File: src/hw/rtl/csp_pkg.sv
// Shared types and constants for the counting semaphore with priority waiters.
// No dependencies; every other file of the block imports this package.
package csp_pkg;

	localparam int TASK_W    = 8;
	localparam int PRIO_W    = 5;
	localparam int COUNT_W   = 16;
	localparam int STATUS_W  = 4;
	localparam int CFG_IDX_W = 1;

	typedef enum logic [1:0] {
		ACT_TAKE   = 2'd0,
		ACT_GIVE   = 2'd1,
		ACT_RESET  = 2'd2,
		ACT_CANCEL = 2'd3
	} action_t;

	typedef enum logic [STATUS_W-1:0] {
		ST_GRANTED    = 4'd0,
		ST_BUSY       = 4'd1,
		ST_QUEUED     = 4'd2,
		ST_QUEUE_FULL = 4'd3,
		ST_GIVE_WOKE  = 4'd4,
		ST_RESET_WOKE = 4'd5,
		ST_COUNTED    = 4'd6,
		ST_AT_LIMIT   = 4'd7,
		ST_CANCELLED  = 4'd8,
		ST_NOT_QUEUED = 4'd9,
		ST_RESET_IDLE = 4'd10
	} status_t;

	typedef enum logic [CFG_IDX_W-1:0] {
		REG_COUNT_LIMIT   = 1'd0,
		REG_INITIAL_COUNT = 1'd1
	} cfg_reg_t;

	typedef logic [TASK_W-1:0]  task_id_t;
	typedef logic [PRIO_W-1:0]  prio_t;
	typedef logic [COUNT_W-1:0] count_t;

endpackage

File: src/hw/rtl/csp_if.sv
// Valid/ready channel interfaces: request, response and configuration write.
// Depends on csp_pkg for payload types.
interface csp_req_if;
	import csp_pkg::*;
	logic     valid;
	logic     ready;
	action_t  action;
	task_id_t task_id;
	prio_t    priority_req;
	logic     no_wait;
	modport source (output valid, action, task_id, priority_req, no_wait, input ready);
	modport sink   (input valid, action, task_id, priority_req, no_wait, output ready);
endinterface

interface csp_rsp_if;
	import csp_pkg::*;
	logic     valid;
	logic     ready;
	status_t  status;
	task_id_t woken_task;
	count_t   count_now;
	logic     last;
	modport source (output valid, status, woken_task, count_now, last, input ready);
	modport sink   (input valid, status, woken_task, count_now, last, output ready);
endinterface

interface csp_cfg_if;
	import csp_pkg::*;
	logic                 valid;
	logic                 ready;
	logic [CFG_IDX_W-1:0] index;
	count_t               data;
	modport source (output valid, index, data, input ready);
	modport sink   (input valid, index, data, output ready);
endinterface

File: src/hw/rtl/counting_semaphore_priority_waiters.sv
// Counting semaphore with a saturating limit and a priority-ordered waiter queue.
// Take, plain give and idle reset respond from S_EXEC through S_EMIT; cancel scans the queue
// up to the matching entry or its end, and a give that wakes a waiter scans every entry first.
// Reset wakes every waiter, one scan of the shared compare per wake.
// One request at a time; a stalled response holds it.
// arst_n clears count, limit (to 1), initial count and the queue; entries are not cleared.
module counting_semaphore_priority_waiters #(
	parameter int MAX_WAITERS = 16
) (
	input  logic       clk,
	input  logic       arst_n,
	csp_req_if.sink    req,
	csp_rsp_if.source  rsp,
	csp_cfg_if.sink    cfg
);
	import csp_pkg::*;

	localparam int IDX_W = (MAX_WAITERS > 1) ? $clog2(MAX_WAITERS) : 1;
	localparam int CNT_W = $clog2(MAX_WAITERS + 1);
	localparam logic [CNT_W-1:0] MAX_CNT = CNT_W'(MAX_WAITERS);

	typedef enum logic [2:0] {
		S_IDLE,
		S_EXEC,
		S_SCAN,
		S_REMOVE,
		S_EMIT
	} state_t;

	state_t           state_q;
	action_t          act_q;
	task_id_t         tid_q;
	prio_t            prio_q;
	logic             nw_q;
	count_t           limit_q;
	count_t           init_q;
	count_t           count_q;
	logic [CNT_W-1:0] total_q;
	logic [CNT_W-1:0] idx_q;
	logic [IDX_W-1:0] rm_idx_q;
	prio_t            best_prio_q;
	task_id_t         best_task_q;
	status_t          res_status_q;
	task_id_t         res_task_q;
	logic             res_last_q;
	logic             out_valid_q;
	status_t          out_status_q;
	task_id_t         out_task_q;
	count_t           out_count_q;
	logic             out_last_q;

	task_id_t waiter_task_q [MAX_WAITERS];
	prio_t    waiter_prio_q [MAX_WAITERS];

	task_id_t rd_task;
	prio_t    rd_prio;
	logic     scan_more;
	logic     append_ok;
	logic     out_free;
	count_t   new_limit;
	count_t   new_init;

	assign rd_task   = waiter_task_q[idx_q[IDX_W-1:0]];
	assign rd_prio   = waiter_prio_q[idx_q[IDX_W-1:0]];
	assign scan_more = idx_q < total_q;
	assign append_ok = (count_q == '0) && !nw_q && (total_q != MAX_CNT);
	assign out_free  = !out_valid_q || rsp.ready;

	assign new_limit = (cfg.index == REG_COUNT_LIMIT)   ? cfg.data : limit_q;
	assign new_init  = (cfg.index == REG_INITIAL_COUNT) ? cfg.data : init_q;

	assign req.ready      = (state_q == S_IDLE);
	assign cfg.ready      = 1'b1;
	assign rsp.valid      = out_valid_q;
	assign rsp.status     = out_status_q;
	assign rsp.woken_task = out_task_q;
	assign rsp.count_now  = out_count_q;
	assign rsp.last       = out_last_q;

	// Queue entries: append at the tail, close the gap on removal.
	always_ff @(posedge clk) begin
		if (state_q == S_EXEC && act_q == ACT_TAKE && append_ok) begin
			waiter_task_q[total_q[IDX_W-1:0]] <= tid_q;
			waiter_prio_q[total_q[IDX_W-1:0]] <= prio_q;
		end else if (state_q == S_REMOVE) begin
			for (int i = 0; i < MAX_WAITERS - 1; i++) begin
				if (IDX_W'(i) >= rm_idx_q) begin
					waiter_task_q[i] <= waiter_task_q[i + 1];
					waiter_prio_q[i] <= waiter_prio_q[i + 1];
				end
			end
		end
	end

	always_ff @(posedge clk or negedge arst_n) begin
		if (!arst_n) begin
			state_q     <= S_IDLE;
			limit_q     <= COUNT_W'(1);
			init_q      <= '0;
			count_q     <= '0;
			total_q     <= '0;
			out_valid_q <= 1'b0;
		end else begin
			// S_EMIT drives the response valid itself
			if (rsp.ready && state_q != S_EMIT)
				out_valid_q <= 1'b0;

			if (cfg.valid) begin
				if (cfg.index == REG_COUNT_LIMIT)
					limit_q <= cfg.data;
				if (cfg.index == REG_INITIAL_COUNT)
					init_q <= cfg.data;
				count_q <= (new_init > new_limit) ? new_limit : new_init;
				total_q <= '0;
			end

			case (state_q)
				S_IDLE: begin
					if (req.valid) begin
						act_q   <= req.action;
						tid_q   <= req.task_id;
						prio_q  <= req.priority_req;
						nw_q    <= req.no_wait;
						state_q <= S_EXEC;
					end
				end
				S_EXEC: begin
					res_task_q <= '0;
					res_last_q <= 1'b1;
					idx_q      <= '0;
					state_q    <= S_EMIT;
					case (act_q)
						ACT_TAKE: begin
							if (count_q != '0) begin
								count_q      <= count_q - COUNT_W'(1);
								res_status_q <= ST_GRANTED;
							end else if (nw_q) begin
								res_status_q <= ST_BUSY;
							end else if (total_q == MAX_CNT) begin
								res_status_q <= ST_QUEUE_FULL;
							end else begin
								total_q      <= total_q + CNT_W'(1);
								res_status_q <= ST_QUEUED;
							end
						end
						ACT_GIVE: begin
							if (total_q != '0) begin
								state_q <= S_SCAN;
							end else if (count_q < limit_q) begin
								count_q      <= count_q + COUNT_W'(1);
								res_status_q <= ST_COUNTED;
							end else begin
								res_status_q <= ST_AT_LIMIT;
							end
						end
						ACT_RESET: begin
							count_q <= '0;
							if (total_q != '0)
								state_q <= S_SCAN;
							else
								res_status_q <= ST_RESET_IDLE;
						end
						default: begin
							state_q <= S_SCAN;
						end
					endcase
				end
				S_SCAN: begin
					if (act_q == ACT_CANCEL) begin
						if (!scan_more) begin
							res_status_q <= ST_NOT_QUEUED;
							res_task_q   <= '0;
							res_last_q   <= 1'b1;
							state_q      <= S_EMIT;
						end else if (rd_task == tid_q) begin
							rm_idx_q     <= idx_q[IDX_W-1:0];
							res_status_q <= ST_CANCELLED;
							res_task_q   <= tid_q;
							state_q      <= S_REMOVE;
						end else begin
							idx_q <= idx_q + CNT_W'(1);
						end
					end else begin
						if (scan_more) begin
							// first entry seeds the best; later ones win only on strictly higher
							if (idx_q == '0 || rd_prio > best_prio_q) begin
								rm_idx_q    <= idx_q[IDX_W-1:0];
								best_prio_q <= rd_prio;
								best_task_q <= rd_task;
							end
							idx_q <= idx_q + CNT_W'(1);
						end else begin
							res_status_q <= (act_q == ACT_GIVE) ? ST_GIVE_WOKE : ST_RESET_WOKE;
							res_task_q   <= best_task_q;
							state_q      <= S_REMOVE;
						end
					end
				end
				S_REMOVE: begin
					total_q    <= total_q - CNT_W'(1);
					res_last_q <= (act_q != ACT_RESET) || (total_q == CNT_W'(1));
					state_q    <= S_EMIT;
				end
				S_EMIT: begin
					if (out_free) begin
						out_valid_q  <= 1'b1;
						out_status_q <= res_status_q;
						out_task_q   <= res_task_q;
						out_count_q  <= count_q;
						out_last_q   <= res_last_q;
						idx_q        <= '0;
						// keep draining the queue on reset
						state_q      <= res_last_q ? S_IDLE : S_SCAN;
					end
				end
				default: state_q <= S_IDLE;
			endcase
		end
	end

endmodule

File: src/flat_wrapper.sv
// flat-port wrapper written by rule: the top's interface ports become plain ports
module counting_semaphore_priority_waiters_flat import csp_pkg::*;
#(
	parameter int MAX_WAITERS = 16
)
  (clk, arst_n, req_valid, req_action, req_task_id, req_priority_req, req_no_wait, req_ready, rsp_valid, rsp_status, rsp_woken_task, rsp_count_now, rsp_last, rsp_ready, cfg_valid, cfg_index, cfg_data, cfg_ready);
  csp_req_if req_i ();
  csp_rsp_if rsp_i ();
  csp_cfg_if cfg_i ();
  input  logic clk;
  input  logic arst_n;
  input wire logic [$bits(req_i.valid)-1:0] req_valid;
  input wire logic [$bits(req_i.action)-1:0] req_action;
  input wire logic [$bits(req_i.task_id)-1:0] req_task_id;
  input wire logic [$bits(req_i.priority_req)-1:0] req_priority_req;
  input wire logic [$bits(req_i.no_wait)-1:0] req_no_wait;
  output wire logic [$bits(req_i.ready)-1:0] req_ready;
  output wire logic [$bits(rsp_i.valid)-1:0] rsp_valid;
  output wire logic [$bits(rsp_i.status)-1:0] rsp_status;
  output wire logic [$bits(rsp_i.woken_task)-1:0] rsp_woken_task;
  output wire logic [$bits(rsp_i.count_now)-1:0] rsp_count_now;
  output wire logic [$bits(rsp_i.last)-1:0] rsp_last;
  input wire logic [$bits(rsp_i.ready)-1:0] rsp_ready;
  input wire logic [$bits(cfg_i.valid)-1:0] cfg_valid;
  input wire logic [$bits(cfg_i.index)-1:0] cfg_index;
  input wire logic [$bits(cfg_i.data)-1:0] cfg_data;
  output wire logic [$bits(cfg_i.ready)-1:0] cfg_ready;
  assign req_i.valid = req_valid;
  assign req_i.action = req_action;
  assign req_i.task_id = req_task_id;
  assign req_i.priority_req = req_priority_req;
  assign req_i.no_wait = req_no_wait;
  assign req_ready = req_i.ready;
  assign rsp_valid = rsp_i.valid;
  assign rsp_status = rsp_i.status;
  assign rsp_woken_task = rsp_i.woken_task;
  assign rsp_count_now = rsp_i.count_now;
  assign rsp_last = rsp_i.last;
  assign rsp_i.ready = rsp_ready;
  assign cfg_i.valid = cfg_valid;
  assign cfg_i.index = cfg_index;
  assign cfg_i.data = cfg_data;
  assign cfg_ready = cfg_i.ready;
  counting_semaphore_priority_waiters #(.MAX_WAITERS(MAX_WAITERS)) u_core (.clk(clk), .arst_n(arst_n), .req(req_i), .rsp(rsp_i), .cfg(cfg_i));
endmodule
File: config.mk
export PLATFORM = sky130hd
export DESIGN_NAME = counting_semaphore_priority_waiters_flat
export DESIGN_NICKNAME = d
export VERILOG_FILES = /design/src/hw/rtl/csp_pkg.sv /design/src/hw/rtl/csp_if.sv /design/src/hw/rtl/counting_semaphore_priority_waiters.sv /design/src/flat_wrapper.sv
export SDC_FILE = /design/constraint.sdc
export NUM_CORES = 1
export LEC_CHECK = 0
export BUFFER_PORTS_ARGS = -buffer_cell sky130_fd_sc_hd__buf_2
export CORE_ASPECT_RATIO = 0.7
export CORE_MARGIN = 10
export CORE_UTILIZATION = 50
export CTS_BUF_LIST = sky130_fd_sc_hd__clkbuf_16
export CTS_CLUSTER_DIAMETER = 50
export CTS_CLUSTER_SIZE = 40
export DETAILED_ROUTE_END_ITERATION = 8
export PLACE_DENSITY_LB_ADDON = 0.15
export SKIP_LAST_GASP = 1
export SYNTH_ARGS = -nofsm -noshare
export SYNTH_HDL_FRONTEND = slang
export SYNTH_SLANG_ARGS = --single-unit
export TNS_END_PERCENT = 5
File: constraint.sdc
create_clock -name clk -period 4.57 [get_ports clk]
set_input_delay 0.914 -clock clk [delete_from_list [all_inputs] [get_ports clk]]
set_output_delay 0.914 -clock clk [all_outputs]
set_load 0.01 [all_outputs]
==> reports/results.tsv <==
stage	metric	value	unit
synthesis	Syn Area/Cell	12.8	um^2
synthesis	Area contributors post-synth	edfxtp_1, mux2_2, dfrtp_1	
min_path	Min-Delay Path Class	input port to async pin	
die	Die ar.	0.0463	mm^2
job	Max Cap Viol	0	
sta	Final Max Slew Viols	0	
synthesis	Post-Syn Instances	1480	
sta	post-route minimum period	3780	ps
final_layout	layout cells sized above 1	29.7	%
pwr	Leak	7.79	nW
sta	final hold viol count	0	
clock_tree	CTS tree	yes	
placed_design	DP Area	0.0199	mm^2
clock_tree	CTS Buf Count	35	
placed_design	Port Buffer Count	68	
synthesis	post-synthesis mux area share	20.9	%
synthesis	complex-gate fraction of the synthesized area	9.40	%
synthesis	XOR/XNOR share of the synthesized area	1.01	%
final_layout	final instance area	0.0211	mm^2
clock_tree	Post-CTS Hold Buffers	0	
synthesis	async set-reset flop share out of synthesis	16.3	%
sta	clock skew	15.6	ps
pwr	Power, Total	11.3	mW
grt	first-pass GRT wire length	76600	um
worst_setup_path	critical path arrival	3990	ps
die	Initial Util	50.8	%
sta	Slew @ Worst Pin	1110	ps
synthesis	Netlist cell types	90	
grt	initial antenna violation count	3	
die	die height	183	um
clock_tree	Setup Fix Bufs, Post-CTS	0	
final_layout	FILL cells	2990	
clock_tree	clk sinks	349	
synthesis	area leader, netlist	edfxtp_1	
worst_setup_path	Worst setup SP type	flip-flop	
final_layout	diodes inserted	0	
die	boundary pin count	70	
grt	largest net degree at the start of global routing	86	
final_layout	area grow syn2layout	11.3	%
drt	final wirelength	49600	um
worst_setup_path	Worst EP required	4780	ps
clock_tree	clock root buffer	clkbuf_16	
clock_tree	CTS H-Tree Depth	2	
worst_setup_path	Crit. End Element	flip-flop	
sta	unrepaired setup endpoints after global routing	no	
sta	Max Clk Rate	264	MHz
worst_setup_path	CP Max Fanout	24	
synthesis	adder-cell share of the synthesized area	3.43	%
synthesis	Syn Std Cell Area	0.0190	mm^2
synthesis	sequential element share of the synthesized area	53.5	%
grt	GRT Util Overall	21.5	%
clock_tree	post-CTS sizing	0	
final_layout	Post-layout nets	1633	
drt	Vias/cell	6.12	
synthesis	share of the synthesized area in the top cell type	45.5	%
status	status	finished clean	
sta	setup tns final	0	ps
synthesis	post-synthesis net count	1570	
final_layout	Final Util	56.6	%
drt	Routed Antenna Nets	0	
drt	wire per inst	24.1	um
grt	global route overflow	0	
clock_tree	Worst-path clk slew	80	ps
placed_design	global placement routability congestion	0.912	
synthesis	largest family of logic cells by synthesized area	multiplexers	
pwr	Peak VDD IR	0.332	mV
grt	vias in the first global route	11931	
synthesis	Post-Synth Simple-Gate Area	8.09	%
drt	DR iter-0 viols	1305	
die	number of cell rows	59	
drt	DRT Pass-1 Iters	6	
drt	drt drc	0	
sta	final setup violation count	0	
synthesis	yosys warns	0	
pwr	Pwr per Cell Area	537	mW/mm^2
synthesis	ys flop type	edfxtp_1	
placed_design	Post-DP HPWL	36300	um
clock_tree	Clock Latency Late Sink	540	ps
clock_tree	maximum buffer depth of the clock tree	3	
die	core area	0.0374	mm^2
sta	crit share post-route	82.8	%
die	die width	253	um
drt	via count	12582	
sta	Max-slew headroom	26.0	%
worst_setup_path	critical path class	flip-flop to flip-flop	
synthesis	Seq cells post-synth	349	
synthesis	EDFF count, synth	288	
where the power goes:
group	switching, mW	internal (mW)	total (mW)	leakage, nW
registers	0.577	3.96	4.54	3.30
clock network	1.37	1.64	3.01	0.586
logic	2.12	1.67	3.79	3.90
layer usage:
layer | track usage, % | routed length [um] | vias to the layer above
li1 | - | - | 5790
met1 | 34.7 | 24800 | 6234
met2 | 26.4 | 18400 | 508
met3 | 7.46 | 5760 | 47
met4 | 3.72 | 541 | 3
met5 | 1.48 | 92 | -
kinds of logic after synthesis:
group,after synthesis
fa+ha+maj,52
flops,349
mux,312
buf+inv,158
xor+xnor,21
compound gates,270
other cells,1
simple gates,317
state kept, by name, indices dropped and copies added, names as in the netlist, 8 cells and up, named ones only:
signal	cells
u_core.rsp.woken_task	8
u_core.tid_q	8
u_core.rsp.count_now	16
u_core.waiter_prio_q	80
u_core.res_task_q	8
u_core.best_task_q	8
u_core.limit_q	16
u_core.count_q	16
u_core.waiter_task_q	128
u_core.init_q	16
synth_stat cells (all sizes together), types with 5 or more instances:
library cell  number
nor3              17
mux2             217
nor2b             14
dfrtp             56
o211ai             9
nand2             92
nor4               5
o22ai             12
nand3             30
ha                52
o21a               8
a221o              6
xnor2             15
a21o              18
and2              12
o221ai             6
buf               35
and3              15
mux4              44
o31ai              8
xor2               6
clkbuf            67
nor2              87
o21ai             51
a21oi             82
nand2b            14
mux2i             51
inv               56
o2111ai            5
a31oi             11
a211oi             8
nand4             12
edfxtp           288
worst max-delay path, stage by stage (launching register included):
cell      delay [ps]
dfxtp_4          660
buf_4            300
mux4_2           540
o21ai_0          430
o32ai_1          150
a41oi_1          200
nand4_1          300
nor3_4           380
o31ai_1          130
a21boi_1         350
final timing paths:
path	from	to	slack, ps	cells past startpoint
hold / removal	arst_n	u_core.state_q[2]	240	1
hold reg to reg	u_core.res_status_q[1]	u_core.rsp.status[1]	420	0
setup reg to reg	flip-flop	u_core.res_status_q[3]	790	9
max in group asynchronous	arst_n	u_core.limit_q[9]	3280	2
min in group clk	u_core.res_status_q[1]	u_core.rsp.status[1]	420	0
setup / recovery	flip-flop	u_core.res_status_q[3]	790	9
area by class of cell:
| cell class | count | area (um^2) | area share, % |
|---|---|---|---|
| multi-input combinational | 973 | 8140 | 38.5 |
| timing repair buffer | 128 | 816 | 3.86 |
| clock buffer | 37 | 926 | 4.38 |
| sequential | 349 | 10200 | 48.1 |
| clock inverter | 26 | 265 | 1.26 |
| inverter | 56 | 210 | 0.995 |
| tap | 488 | 611 | 2.89 |
placed cells by master (no fill, tap or decap), drive strengths merged, types with 17 or more instances in the layout:
cell type / n
mux2i: 51
nand3: 30
edfxtp: 288
clkbuf: 37
nor3: 17
nor2: 87
mux4: 44
dfrtp: 56
a21oi: 82
nand2: 92
inv: 67
o21ai: 51
a21o: 18
buf: 128
mux2: 217
ha: 52
per-stage QoR:
| stage | worst slack [ps] | cells | hold slack [ps] |
|---|---|---|---|
| 2_1_floorplan | 155 | 1480 | 400 |
| 3_3_place_gp | 659 | 1994 | 402 |
| 3_5_place_dp | 662 | 1994 | 405 |
| 4_1_cts | 762 | 2057 | 227 |
| 5_1_grt | 407 | 2057 | 236 |
| 6_report | 785 | 2057 | 243 |
Note: power is estimated with default switching activity, not from simulation.
